$ cat config.mk
export PLATFORM = sky130hd
export DESIGN_NAME = dc_motor_endstop_seek_guard
export DESIGN_NICKNAME = d
export VERILOG_FILES = /design/src/rtl/dcesg_pkg.sv /design/src/rtl/dcesg_ratio.sv /design/src/rtl/dcesg_over.sv /design/src/rtl/dcesg_ctrl.sv /design/src/rtl/dc_motor_endstop_seek_guard.sv
export SDC_FILE = /design/constraint.sdc
export NUM_CORES = 2
export LEC_CHECK = 0
export BUFFER_PORTS_ARGS = -buffer_cell sky130_fd_sc_hd__buf_2
export CORE_MARGIN = 10
export CORE_UTILIZATION = 45
export CTS_BUF_LIST = sky130_fd_sc_hd__clkbuf_16
export DETAILED_ROUTE_END_ITERATION = 16
export MAX_ROUTING_LAYER = met4
export PLACE_DENSITY = 0.69
export REMOVE_ABC_BUFFERS = 1
export SLEW_MARGIN = 15
export SYNTH_ARGS = -nofsm -noshare
export SYNTH_HDL_FRONTEND = slang
export SYNTH_SLANG_ARGS = --single-unit
$ cat constraint.sdc
create_clock -name i_clk -period 15.8 [get_ports i_clk]
set_input_delay 2.37 -clock i_clk [delete_from_list [all_inputs] [get_ports i_clk]]
set_output_delay 2.37 -clock i_clk [all_outputs]
set_load 0.005 [all_outputs]
$ cat src/rtl/dcesg_pkg.sv
`timescale 1ns / 1ps
// Shared types, codes and constants of the DC motor end-stop seek guard.
// Used by every module of the block; depends on nothing else.
package dcesg_pkg;

    localparam int unsigned TIME_W             = 32;
    localparam int unsigned NO_LOAD_FLOOR_MA   = 30;
    localparam int unsigned NO_LOAD_CONFIRM_MS = 200;
    localparam int unsigned MIN_FLOOR_MA       = 50;
    localparam int unsigned PCT                = 100;
    localparam logic [15:0] ALL_ONES16         = 16'hFFFF;
    localparam logic [1:0]  POS_UNKNOWN        = 2'd0;

    localparam int unsigned S_TDATA_W = 56;
    localparam int unsigned M_TDATA_W = 64;

    typedef enum logic [2:0] {
        CMD_TICK  = 3'd0,
        CMD_DRIVE = 3'd1,
        CMD_BRAKE = 3'd2,
        CMD_COAST = 3'd3,
        CMD_SEEK  = 3'd4,
        CMD_CLEAR = 3'd5
    } t_cmd;

    typedef enum logic [1:0] {
        PH_IDLE    = 2'd0,
        PH_SEEK    = 2'd1,
        PH_REACHED = 2'd2,
        PH_FAULT   = 2'd3
    } t_phase;

    typedef enum logic [1:0] {
        DRV_DRIVE = 2'd0,
        DRV_BRAKE = 2'd1,
        DRV_COAST = 2'd2
    } t_drive;

    typedef enum logic [2:0] {
        EV_NONE       = 3'd0,
        EV_REACHED    = 3'd1,
        EV_ABORTED    = 3'd2,
        EV_TIMEOUT    = 3'd3,
        EV_NO_LOAD    = 3'd4,
        EV_FREE_STALL = 3'd5
    } t_event;

    typedef enum logic [2:0] {
        CFG_GUARD_MODE = 3'd0,
        CFG_STALL_THR  = 3'd1,
        CFG_WINDOW     = 3'd2,
        CFG_RATIO      = 3'd3,
        CFG_RUN_SAMPLE = 3'd4,
        CFG_INRUSH     = 3'd5,
        CFG_MAX_TRAVEL = 3'd6,
        CFG_ABS_MAX    = 3'd7
    } t_cfg_idx;

    typedef struct packed {
        logic        guard_mode;
        logic [15:0] stall_threshold_ma;
        logic [15:0] stall_window_ms;
        logic [15:0] trip_ratio_pct;
        logic [15:0] run_sample_ms;
        logic [15:0] inrush_blank_ms;
        logic [15:0] max_travel_ms;
        logic [15:0] abs_max_ma;
    } t_cfg;

    typedef struct packed {
        t_cmd               command;
        logic signed [15:0] cur_sample_ma;
        logic signed [15:0] duty;
        logic [1:0]         target_end;
        logic [15:0]        seek_limit_ms;
    } t_item;

    typedef struct packed {
        t_drive             drive_mode;
        logic signed [15:0] drive_duty;
        t_event             event_res;
        logic [15:0]        travel_ms;
        logic [15:0]        peak_ma;
        logic [1:0]         position;
        t_phase             seek_status;
        logic               stalled;
    } t_result;

    // Over-threshold tracker state shared by the seek guard and the free-run guard.
    typedef struct packed {
        logic              active;
        logic [TIME_W-1:0] start;
        logic [15:0]       peak;
    } t_over_st;

    typedef struct packed {
        logic        thr_ok;
        logic        over;
        logic [15:0] tmin;
    } t_ratio;

endpackage

$ cat src/rtl/dcesg_ratio.sv
`timescale 1ns / 1ps
// Live-ratio stall threshold compare: trailing minimum, floor, ratio and ceiling.
// Depends on dcesg_pkg.
module dcesg_ratio (
    input  logic [16:0]          i_mag,
    input  logic [15:0]          i_tmin,
    input  logic [15:0]          i_ratio,
    input  logic [15:0]          i_abs_max,
    output dcesg_pkg::t_ratio    o_ratio
);
    import dcesg_pkg::*;

    logic [15:0] tmin_new;
    logic [15:0] base;
    logic [31:0] prod;
    logic [23:0] mag_x100;
    logic [22:0] cap_x100;
    logic        capped;

    // The threshold is floor(base * ratio / 100). Instead of dividing, both sides
    // of each compare are scaled by 100: mag >= floor(P/100) iff 100*mag + 99 >= P,
    // and ceiling < floor(P/100) iff 100*(ceiling + 1) <= P.
    always_comb begin
        tmin_new = (i_mag < {1'b0, i_tmin}) ? i_mag[15:0] : i_tmin;
        base     = (tmin_new < 16'(MIN_FLOOR_MA)) ? 16'(MIN_FLOOR_MA) : tmin_new;
        prod     = 32'(base) * 32'(i_ratio);
        mag_x100 = 24'(i_mag) * 24'(PCT) + 24'(PCT - 1);
        cap_x100 = (23'(i_abs_max) + 23'd1) * 23'(PCT);
        capped   = (i_abs_max != 16'd0) && (32'(cap_x100) <= prod);

        o_ratio.tmin   = tmin_new;
        o_ratio.thr_ok = prod >= 32'(PCT);
        o_ratio.over   = capped ? (i_mag >= 17'(i_abs_max)) : (32'(mag_x100) >= prod);
    end

endmodule

$ cat src/rtl/dcesg_over.sv
`timescale 1ns / 1ps
// Over-threshold window tracker: start time, peak magnitude and stall confirm.
// Depends on dcesg_pkg.
module dcesg_over (
    input  logic                          i_en,
    input  logic                          i_thr_ok,
    input  logic                          i_over,
    input  logic [16:0]                   i_mag,
    input  logic [dcesg_pkg::TIME_W-1:0]  i_time,
    input  logic [15:0]                   i_window,
    input  dcesg_pkg::t_over_st           i_st,
    output dcesg_pkg::t_over_st           o_st,
    output logic                          o_confirm
);
    import dcesg_pkg::*;

    always_comb begin
        o_st      = i_st;
        o_confirm = 1'b0;
        if (i_en && i_thr_ok) begin
            if (i_over) begin
                if (!i_st.active) begin
                    o_st.active = 1'b1;
                    o_st.start  = i_time;
                    o_st.peak   = i_mag[15:0];
                end else begin
                    if (i_mag > {1'b0, i_st.peak}) begin
                        o_st.peak = i_mag[15:0];
                    end
                    o_confirm = (i_time - i_st.start) >= TIME_W'(i_window);
                end
            end else begin
                o_st.active = 1'b0;
                o_st.peak   = 16'd0;
            end
        end
    end

endmodule

$ cat src/rtl/dcesg_ctrl.sv
`timescale 1ns / 1ps
// Seek and guard state with the per-transaction next-state and result logic.
// Depends on dcesg_pkg, dcesg_ratio and dcesg_over.
module dcesg_ctrl (
    input  logic                  i_clk,
    input  logic                  i_rst_n,
    input  logic                  i_step,
    input  dcesg_pkg::t_item      i_item,
    input  dcesg_pkg::t_cfg       i_cfg,
    output dcesg_pkg::t_result    o_res
);
    import dcesg_pkg::*;

    logic [TIME_W-1:0] r_time, n_time;
    t_phase            r_phase, n_phase;
    logic [TIME_W-1:0] r_seek_start, n_seek_start;
    logic [15:0]       r_deadline, n_deadline;
    logic [1:0]        r_target, n_target;
    logic [1:0]        r_pos, n_pos;
    logic [15:0]       r_duty, n_duty;
    t_drive            r_mode, n_mode;
    t_over_st          r_over, n_over;
    logic [15:0]       r_tmin, n_tmin;
    logic              r_low_active, n_low_active;
    logic [TIME_W-1:0] r_low_start, n_low_start;
    logic              r_stall, n_stall;

    logic [TIME_W-1:0] t1;
    logic [TIME_W-1:0] elapsed;
    logic [TIME_W-1:0] cancel_travel;
    logic [16:0]       mag;
    logic              is_seek;
    logic              blank_ok;
    logic              armed;
    logic              is_low;
    logic              nl_fault;
    logic [1:0]        target;
    t_ratio            ratio;
    logic              ov_en;
    logic              ov_thr_ok;
    logic              ov_over;
    t_over_st          ov_st;
    logic              ov_confirm;
    t_event            ev;
    logic [15:0]       ev_travel;
    logic [15:0]       ev_peak;

    assign t1            = r_time + TIME_W'(1);
    assign elapsed       = t1 - r_seek_start;
    assign cancel_travel = r_time - r_seek_start;
    assign mag           = i_item.cur_sample_ma[15]
                           ? (17'h10000 - {1'b0, i_item.cur_sample_ma})
                           : {1'b0, i_item.cur_sample_ma};
    assign is_seek       = (r_phase == PH_SEEK);
    assign blank_ok      = elapsed >= TIME_W'(i_cfg.inrush_blank_ms);
    assign armed         = elapsed >= TIME_W'({1'b0, i_cfg.inrush_blank_ms}
                                              + {1'b0, i_cfg.run_sample_ms});
    assign is_low        = mag < 17'(NO_LOAD_FLOOR_MA);
    assign nl_fault      = (NO_LOAD_FLOOR_MA != 0) && blank_ok && is_low && r_low_active
                           && ((t1 - r_low_start) >= TIME_W'(NO_LOAD_CONFIRM_MS));
    assign target        = (i_item.target_end == 2'd3) ? POS_UNKNOWN : i_item.target_end;

    dcesg_ratio u_ratio (
        .i_mag     (mag),
        .i_tmin    (r_tmin),
        .i_ratio   (i_cfg.trip_ratio_pct),
        .i_abs_max (i_cfg.abs_max_ma),
        .o_ratio   (ratio)
    );

    // One tracker serves both guards; seeking and free running never overlap.
    always_comb begin
        if (is_seek) begin
            ov_en     = (i_item.command == CMD_TICK) && (!i_cfg.guard_mode || armed);
            ov_thr_ok = i_cfg.guard_mode ? ratio.thr_ok : (i_cfg.stall_threshold_ma != 16'd0);
            ov_over   = i_cfg.guard_mode ? ratio.over
                                         : (mag >= 17'(i_cfg.stall_threshold_ma));
        end else begin
            ov_en     = (i_item.command == CMD_TICK) && !i_cfg.guard_mode && !r_stall;
            ov_thr_ok = i_cfg.stall_threshold_ma != 16'd0;
            ov_over   = mag >= 17'(i_cfg.stall_threshold_ma);
        end
    end

    dcesg_over u_over (
        .i_en      (ov_en),
        .i_thr_ok  (ov_thr_ok),
        .i_over    (ov_over),
        .i_mag     (mag),
        .i_time    (t1),
        .i_window  (i_cfg.stall_window_ms),
        .i_st      (r_over),
        .o_st      (ov_st),
        .o_confirm (ov_confirm)
    );

    always_comb begin
        n_time       = r_time;
        n_phase      = r_phase;
        n_seek_start = r_seek_start;
        n_deadline   = r_deadline;
        n_target     = r_target;
        n_pos        = r_pos;
        n_duty       = r_duty;
        n_mode       = r_mode;
        n_over       = r_over;
        n_tmin       = r_tmin;
        n_low_active = r_low_active;
        n_low_start  = r_low_start;
        n_stall      = r_stall;
        ev           = EV_NONE;
        ev_travel    = 16'd0;
        ev_peak      = 16'd0;

        unique case (i_item.command) inside
            CMD_TICK: begin
                n_time = t1;
                if (is_seek) begin
                    if (blank_ok) begin
                        if (is_low) begin
                            if (!r_low_active) begin
                                n_low_active = 1'b1;
                                n_low_start  = t1;
                            end
                        end else begin
                            n_low_active = 1'b0;
                        end
                    end
                    if (nl_fault) begin
                        n_mode    = DRV_BRAKE;
                        n_duty    = 16'd0;
                        n_phase   = PH_FAULT;
                        n_pos     = POS_UNKNOWN;
                        ev        = EV_NO_LOAD;
                        ev_travel = elapsed[15:0];
                    end else begin
                        if (i_cfg.guard_mode && blank_ok) begin
                            n_tmin = ratio.tmin;
                        end
                        n_over = ov_st;
                        if (ov_confirm) begin
                            n_mode    = DRV_BRAKE;
                            n_duty    = 16'd0;
                            n_stall   = 1'b1;
                            n_phase   = PH_REACHED;
                            if (r_target != POS_UNKNOWN) begin
                                n_pos = r_target;
                            end
                            ev        = EV_REACHED;
                            ev_travel = elapsed[15:0];
                            ev_peak   = ov_st.peak;
                        end else if ((r_deadline != 16'd0)
                                     && (elapsed >= TIME_W'(r_deadline))) begin
                            n_mode    = DRV_BRAKE;
                            n_duty    = 16'd0;
                            n_phase   = PH_FAULT;
                            n_pos     = POS_UNKNOWN;
                            ev        = EV_TIMEOUT;
                            ev_travel = elapsed[15:0];
                        end
                    end
                end else begin
                    n_over = ov_st;
                    if (ov_confirm) begin
                        n_stall = 1'b1;
                        ev      = EV_FREE_STALL;
                        ev_peak = ov_st.peak;
                    end
                end
            end
            CMD_DRIVE: begin
                if (is_seek) begin
                    n_phase   = PH_IDLE;
                    ev        = EV_ABORTED;
                    ev_travel = cancel_travel[15:0];
                end
                n_duty = i_item.duty;
                n_mode = DRV_DRIVE;
                if (i_item.duty == 16'sd0) begin
                    n_over.active = 1'b0;
                    n_over.peak   = 16'd0;
                end
            end
            CMD_BRAKE, CMD_COAST: begin
                if (is_seek) begin
                    ev        = EV_ABORTED;
                    ev_travel = cancel_travel[15:0];
                end
                n_phase       = PH_IDLE;
                n_duty        = 16'd0;
                n_mode        = (i_item.command == CMD_BRAKE) ? DRV_BRAKE : DRV_COAST;
                n_stall       = 1'b0;
                n_over.active = 1'b0;
                n_over.peak   = 16'd0;
            end
            CMD_SEEK: begin
                if (i_item.duty == 16'sd0) begin
                    // A seek with no drive is taken as already at the end.
                    if (target != POS_UNKNOWN) begin
                        n_pos = target;
                    end
                    n_phase = PH_REACHED;
                    ev      = EV_REACHED;
                end else begin
                    n_phase      = PH_SEEK;
                    n_seek_start = r_time;
                    n_target     = target;
                    n_deadline   = i_item.seek_limit_ms;
                    if (i_cfg.guard_mode && (i_cfg.max_travel_ms != 16'd0)
                        && ((i_item.seek_limit_ms == 16'd0)
                            || (i_cfg.max_travel_ms < i_item.seek_limit_ms))) begin
                        n_deadline = i_cfg.max_travel_ms;
                    end
                    n_stall       = 1'b0;
                    n_over.active = 1'b0;
                    n_over.peak   = 16'd0;
                    n_tmin        = ALL_ONES16;
                    n_low_active  = 1'b0;
                    n_duty        = i_item.duty;
                    n_mode        = DRV_DRIVE;
                end
            end
            CMD_CLEAR: begin
                n_stall       = 1'b0;
                n_over.active = 1'b0;
                n_over.peak   = 16'd0;
                if ((r_phase == PH_REACHED) || (r_phase == PH_FAULT)) begin
                    n_phase = PH_IDLE;
                end
            end
            default: begin
            end
        endcase

        o_res.drive_mode  = n_mode;
        o_res.drive_duty  = n_duty;
        o_res.event_res   = ev;
        o_res.travel_ms   = ev_travel;
        o_res.peak_ma     = (ev == EV_NONE) ? n_over.peak : ev_peak;
        o_res.position    = n_pos;
        o_res.seek_status = n_phase;
        o_res.stalled     = n_stall;
    end

    always_ff @(posedge i_clk) begin
        if (!i_rst_n) begin
            r_time       <= '0;
            r_phase      <= PH_IDLE;
            r_seek_start <= '0;
            r_deadline   <= '0;
            r_target     <= POS_UNKNOWN;
            r_pos        <= POS_UNKNOWN;
            r_duty       <= '0;
            r_mode       <= DRV_COAST;
            r_over       <= '0;
            r_tmin       <= ALL_ONES16;
            r_low_active <= 1'b0;
            r_low_start  <= '0;
            r_stall      <= 1'b0;
        end else if (i_step) begin
            r_time       <= n_time;
            r_phase      <= n_phase;
            r_seek_start <= n_seek_start;
            r_deadline   <= n_deadline;
            r_target     <= n_target;
            r_pos        <= n_pos;
            r_duty       <= n_duty;
            r_mode       <= n_mode;
            r_over       <= n_over;
            r_tmin       <= n_tmin;
            r_low_active <= n_low_active;
            r_low_start  <= n_low_start;
            r_stall      <= n_stall;
        end
    end

endmodule

$ cat src/rtl/dc_motor_endstop_seek_guard.sv
`timescale 1ns / 1ps
// DC motor end-stop seek guard: input register, control update, result register.
// The result register loads when the held input steps, once the output is empty or taken.
// Throughput: one command per clock cycle while m_tready keeps the output draining.
// While a finished result waits on m_tready, the input register takes one more transaction.
// Synchronous active-low reset clears valid and control state and loads register defaults.
// Depends on dcesg_pkg and dcesg_ctrl.
module dc_motor_endstop_seek_guard (
    input  logic                               i_clk,
    input  logic                               i_rst_n,
    input  logic                               s_tvalid,
    output logic                               s_tready,
    // cur_sample_ma[15:0], duty[31:16], target_end[33:32], seek_limit_ms[49:34], zeros
    input  logic [dcesg_pkg::S_TDATA_W-1:0]    s_tdata,
    // command[2:0]
    input  logic [2:0]                         s_tuser,
    output logic                               m_tvalid,
    input  logic                               m_tready,
    // drive_mode[1:0], drive_duty[17:2], event_res[20:18], travel_ms[36:21],
    // peak_ma[52:37], position[54:53], seek_status[56:55], stalled[57], zeros
    output logic [dcesg_pkg::M_TDATA_W-1:0]    m_tdata,
    input  logic                               i_cfg_we,
    input  logic [2:0]                         i_cfg_index,
    input  logic [15:0]                        i_cfg_data
);
    import dcesg_pkg::*;

    t_cfg    r_cfg;
    logic    r_in_valid;
    t_item   r_in;
    logic    r_m_valid;
    t_result r_res;
    t_result res;
    logic    step;

    assign step     = r_in_valid && (!r_m_valid || m_tready);
    assign s_tready = !r_in_valid || step;
    assign m_tvalid = r_m_valid;
    assign m_tdata  = {6'd0, r_res.stalled, r_res.seek_status, r_res.position,
                       r_res.peak_ma, r_res.travel_ms, r_res.event_res,
                       r_res.drive_duty, r_res.drive_mode};

    always_ff @(posedge i_clk) begin
        if (!i_rst_n) begin
            r_cfg.guard_mode         <= 1'b0;
            r_cfg.stall_threshold_ma <= 16'd0;
            r_cfg.stall_window_ms    <= 16'd250;
            r_cfg.trip_ratio_pct     <= 16'd250;
            r_cfg.run_sample_ms      <= 16'd200;
            r_cfg.inrush_blank_ms    <= 16'd150;
            r_cfg.max_travel_ms      <= 16'd0;
            r_cfg.abs_max_ma         <= 16'd0;
        end else if (i_cfg_we) begin
            unique case (t_cfg_idx'(i_cfg_index))
                CFG_GUARD_MODE: r_cfg.guard_mode         <= i_cfg_data[0];
                CFG_STALL_THR:  r_cfg.stall_threshold_ma <= i_cfg_data;
                CFG_WINDOW:     r_cfg.stall_window_ms    <= i_cfg_data;
                CFG_RATIO:      r_cfg.trip_ratio_pct     <= i_cfg_data;
                CFG_RUN_SAMPLE: r_cfg.run_sample_ms      <= i_cfg_data;
                CFG_INRUSH:     r_cfg.inrush_blank_ms    <= i_cfg_data;
                CFG_MAX_TRAVEL: r_cfg.max_travel_ms      <= i_cfg_data;
                CFG_ABS_MAX:    r_cfg.abs_max_ma         <= i_cfg_data;
            endcase
        end
    end

    always_ff @(posedge i_clk) begin
        if (!i_rst_n) begin
            r_in_valid <= 1'b0;
        end else if (s_tvalid && s_tready) begin
            r_in_valid <= 1'b1;
        end else if (step) begin
            r_in_valid <= 1'b0;
        end
    end

    always_ff @(posedge i_clk) begin
        if (s_tvalid && s_tready) begin
            r_in.command       <= t_cmd'(s_tuser);
            r_in.cur_sample_ma <= s_tdata[15:0];
            r_in.duty          <= s_tdata[31:16];
            r_in.target_end    <= s_tdata[33:32];
            r_in.seek_limit_ms <= s_tdata[49:34];
        end
    end

    dcesg_ctrl u_ctrl (
        .i_clk   (i_clk),
        .i_rst_n (i_rst_n),
        .i_step  (step),
        .i_item  (r_in),
        .i_cfg   (r_cfg),
        .o_res   (res)
    );

    always_ff @(posedge i_clk) begin
        if (!i_rst_n) begin
            r_m_valid <= 1'b0;
        end else if (step) begin
            r_m_valid <= 1'b1;
        end else if (m_tready) begin
            r_m_valid <= 1'b0;
        end
    end

    always_ff @(posedge i_clk) begin
        if (step) begin
            r_res <= res;
        end
    end

endmodule

==> metrics.txt <==
min Tclk post-route=14.87 ns; met2 Use GR=approximately two fifths; FP Rows=110; met1 usage=28.1%; WP data arrival=about 15 ns; clk slew on worst S/H paths=0.06 ns; crit path launch type=flop; RSZ-0062 raised after global routing=false; outcome=finished, final reports clean; TritonCTS clock tree=built; drt total wl=119000 um; Core ar.=between 90000 and 100000 um^2; layout cells sized above 1=~6.6%; clock sink count=429; Num CTS Buffers=49; starting density of the core=45.5%; clk_skew=0.0178 ns; antenna-violating nets left=0; register area share after synthesis=a little under a quarter; first-pass GRT wire length=roughly 190000 um; DP Wirelength=~90000 um; Remaining DRCs=0; Final Hold Viols=0; R2R depth=44; most common cell after layout, fill and taps aside=nand2_1; crit path capture=m_tdata[37]; Max-Cap Viols=0; Post-layout nets=roughly 5900; worst skew pair latency=between 0.6 and 0.7 ns; Syn-to-layout area delta=8.82%; FF-to-FF setup slack=0.93 ns; Port Buffers=about 140; flop and latch count out of synthesis=between 400 and 500; unique cell type count in the Yosys netlist=100; Min Hold Slack=roughly 0.45 ns; DRT Pass-1 Iters=6; DR WL/cell=between 15 and 20 um; gr ovfl total=0; First DRT Iteration DRCs=2385; GR peak layer=met2; Worst VDD drop=between 0.3 and 0.4 mV; P_leak=20.6 nW; Setup violations, final=0; global placer's final weighted congestion=between 0.9 and 1; die area=between 100000 and 150000 um^2; Post-synth EDFFs=111; crit-path max FO=13; Die Span Y=322 um; Avg Cell Area, Syn=between 8 and 9 um^2; PostCTS Resize Cnt=0; Slew HR=a little over a quarter; total track usage=around 23%; commonest non-fill, non-tap cells in the layout=nand2_1 (675), inv_1 (611), ha_1 (537); critical path capture point type=flop; terminus of the critical flop-to-flop path=m_tdata[37]; Ys Warns=0; via count=35500; Final Max Tran Viols=0; die span in x=between 300 and 400 um; # hold bufs at CTS=0; CP Launch Point=r_in[34]; Ports=149; largest net degree at the start of global routing=91; H-tree Lvls=2; Setup TNS Final=0 ns; Hold Crit Class=flop to flop; Pwr per Cell Area=approximately 150 nW/um^2; Setup Buffers After CTS=0; slowest CP cell=a211oi_1; Final period util=about 94%; vias in the first global route=between 30000 and 40000; fmax=67.2 MHz; reg2reg start=r_in[34]; Max clock buf depth=3; area of the mapped netlist=approximately 40000 um^2; met3 Resource Use GR=2.70%; CTS root buffer=clkbuf_16; Post-synth ARST share=0%; Required @ worst endpoint=16.12 ns; Gate Count Post-Synth=4962; antenna violations before repair=2; worst slew pin tran=about 1.1 ns; Top FF cell, synth=dfxtp_1; crit-path max cell delay=a little over 0.8 ns; Fill cells=8621; vias per cell=around 5.7; CP Class=flop to flop
## cell usage after synthesis, drive strengths merged (15+ instances only)
cell / number / area (um^2)
o22ai: 24 / 150
a31oi: 28 / 175
nor2: 277 / 1040
edfxtp: 111 / 3330
o21bai: 22 / 165
and3: 39 / 244
o21a: 46 / 353
buf: 28 / 178
a21oi: 366 / 1840
dfxtp: 318 / 6370
o2bb2ai: 17 / 149
clkbuf: 159 / 601
or3: 29 / 181
xor2: 100 / 876
a221o: 17 / 170
ha: 537 / 6720
fa: 223 / 4460
nand2: 675 / 2530
nor2b: 32 / 200
xnor2: 132 / 1160
a211oi: 54 / 415
o211ai: 46 / 350
nand4: 64 / 400
nor3: 76 / 385
nand2b: 50 / 320
a22o: 37 / 324
and2: 148 / 926
nor4: 44 / 309
a21boi: 15 / 113
a21o: 77 / 578
nand3: 105 / 526
mux2i: 55 / 551
o21ai: 200 / 1000
inv: 604 / 2270
## cell families after synthesis
kind of cell | after synthesis | synth area share, %
other | 2 | 0.0182
AND/OR/NAND/NOR | 1599 | 18.3
adder cells (fa/ha/maj) | 760 | 27.2
AO/OA/AOI/OAI | 1087 | 17.0
XOR/XNOR | 232 | 4.94
buffers and inverters | 792 | 7.42
flip-flops | 429 | 23.6
multiplexers | 61 | 1.50
## layout make-up
class                      instances  area (um^2)  area share [%]
multi-input combinational       3750        28500            63.6
sequential                       429         9700            21.7
inverter                         604         2280            5.08
tap                             1176         1470            3.29
timing repair buffer             210         1240            2.76
clock buffer                      49         1230            2.74
clock inverter                    41          398           0.888
antenna                            1         2.50         0.00559
## layer usage
layer | share of wire (%) | wire (um)
met5 | 0 | 0
met4 | 4.3 | 5050
met3 | 5.4 | 6460
met2 | 48 | 56600
met1 | 43 | 50700
## registers in the layout, indices dropped and copies added, names as in the netlist
name	cells
m_tdata	58
m_tvalid	1
r_cfg	113
r_in	53
r_in_valid	1
u_ctrl.r_deadline	16
u_ctrl.r_duty	16
u_ctrl.r_low_active	1
u_ctrl.r_low_start	32
u_ctrl.r_mode	2
u_ctrl.r_over	49
u_ctrl.r_phase	2
u_ctrl.r_pos	2
u_ctrl.r_seek_start	32
u_ctrl.r_stall	1
u_ctrl.r_target	2
u_ctrl.r_time	32
u_ctrl.r_tmin	16
## how the worst min path moves through the flow
stage                            startpoint  depth (start not counted)                       to
detailed placement   u_ctrl.r_seek_start[6]                          2   u_ctrl.r_seek_start[6]
finish              u_ctrl.r_seek_start[30]                          2  u_ctrl.r_seek_start[30]
floorplan                 u_ctrl.r_over[10]                          1        u_ctrl.r_over[10]
global placement     u_ctrl.r_seek_start[6]                          2   u_ctrl.r_seek_start[6]
global route        u_ctrl.r_seek_start[10]                          2  u_ctrl.r_seek_start[10]
CTS                  u_ctrl.r_seek_start[3]                          2   u_ctrl.r_seek_start[3]
## report_power, final
| part | switching (mW) | internal [mW] |
|---|---|---|
| Sequential | 0.0246 | 1.15 |
| Clock | 0.490 | 0.680 |
| Combinational | 2.81 | 1.75 |
| Total | 3.32 | 3.59 |
## worst max-delay path: cells and delay by family, from the launching register on
kind	cells	cell delay (ns)
mux	1	0.50
compound gates	12	5.29
fa+ha+maj	10	3.81
buf+inv	4	0.61
simple gates	15	2.95
xor+xnor	2	0.85
flops	1	0.51
## through the flow
step | worst slack (ns) | instances | util [%] | power [mW] | area, um^2
final | 0.927 | 6260 | 49.5 | 6.91 | 44800
after detailed placement | 1.28 | 6169 | 47.7 | 5.71 | 43100
after floorplan | 1.65 | 4783 | - | 4.33 | 40400
after global placement | 1.32 | 6169 | 47.7 | 5.62 | 43100
after CTS | 1.23 | 6259 | 49.5 | 6.91 | 44800
after global routing | 0.0853 | 6260 | 49.5 | 7.50 | 44800
Note: power is estimated with default switching activity, not from simulation.
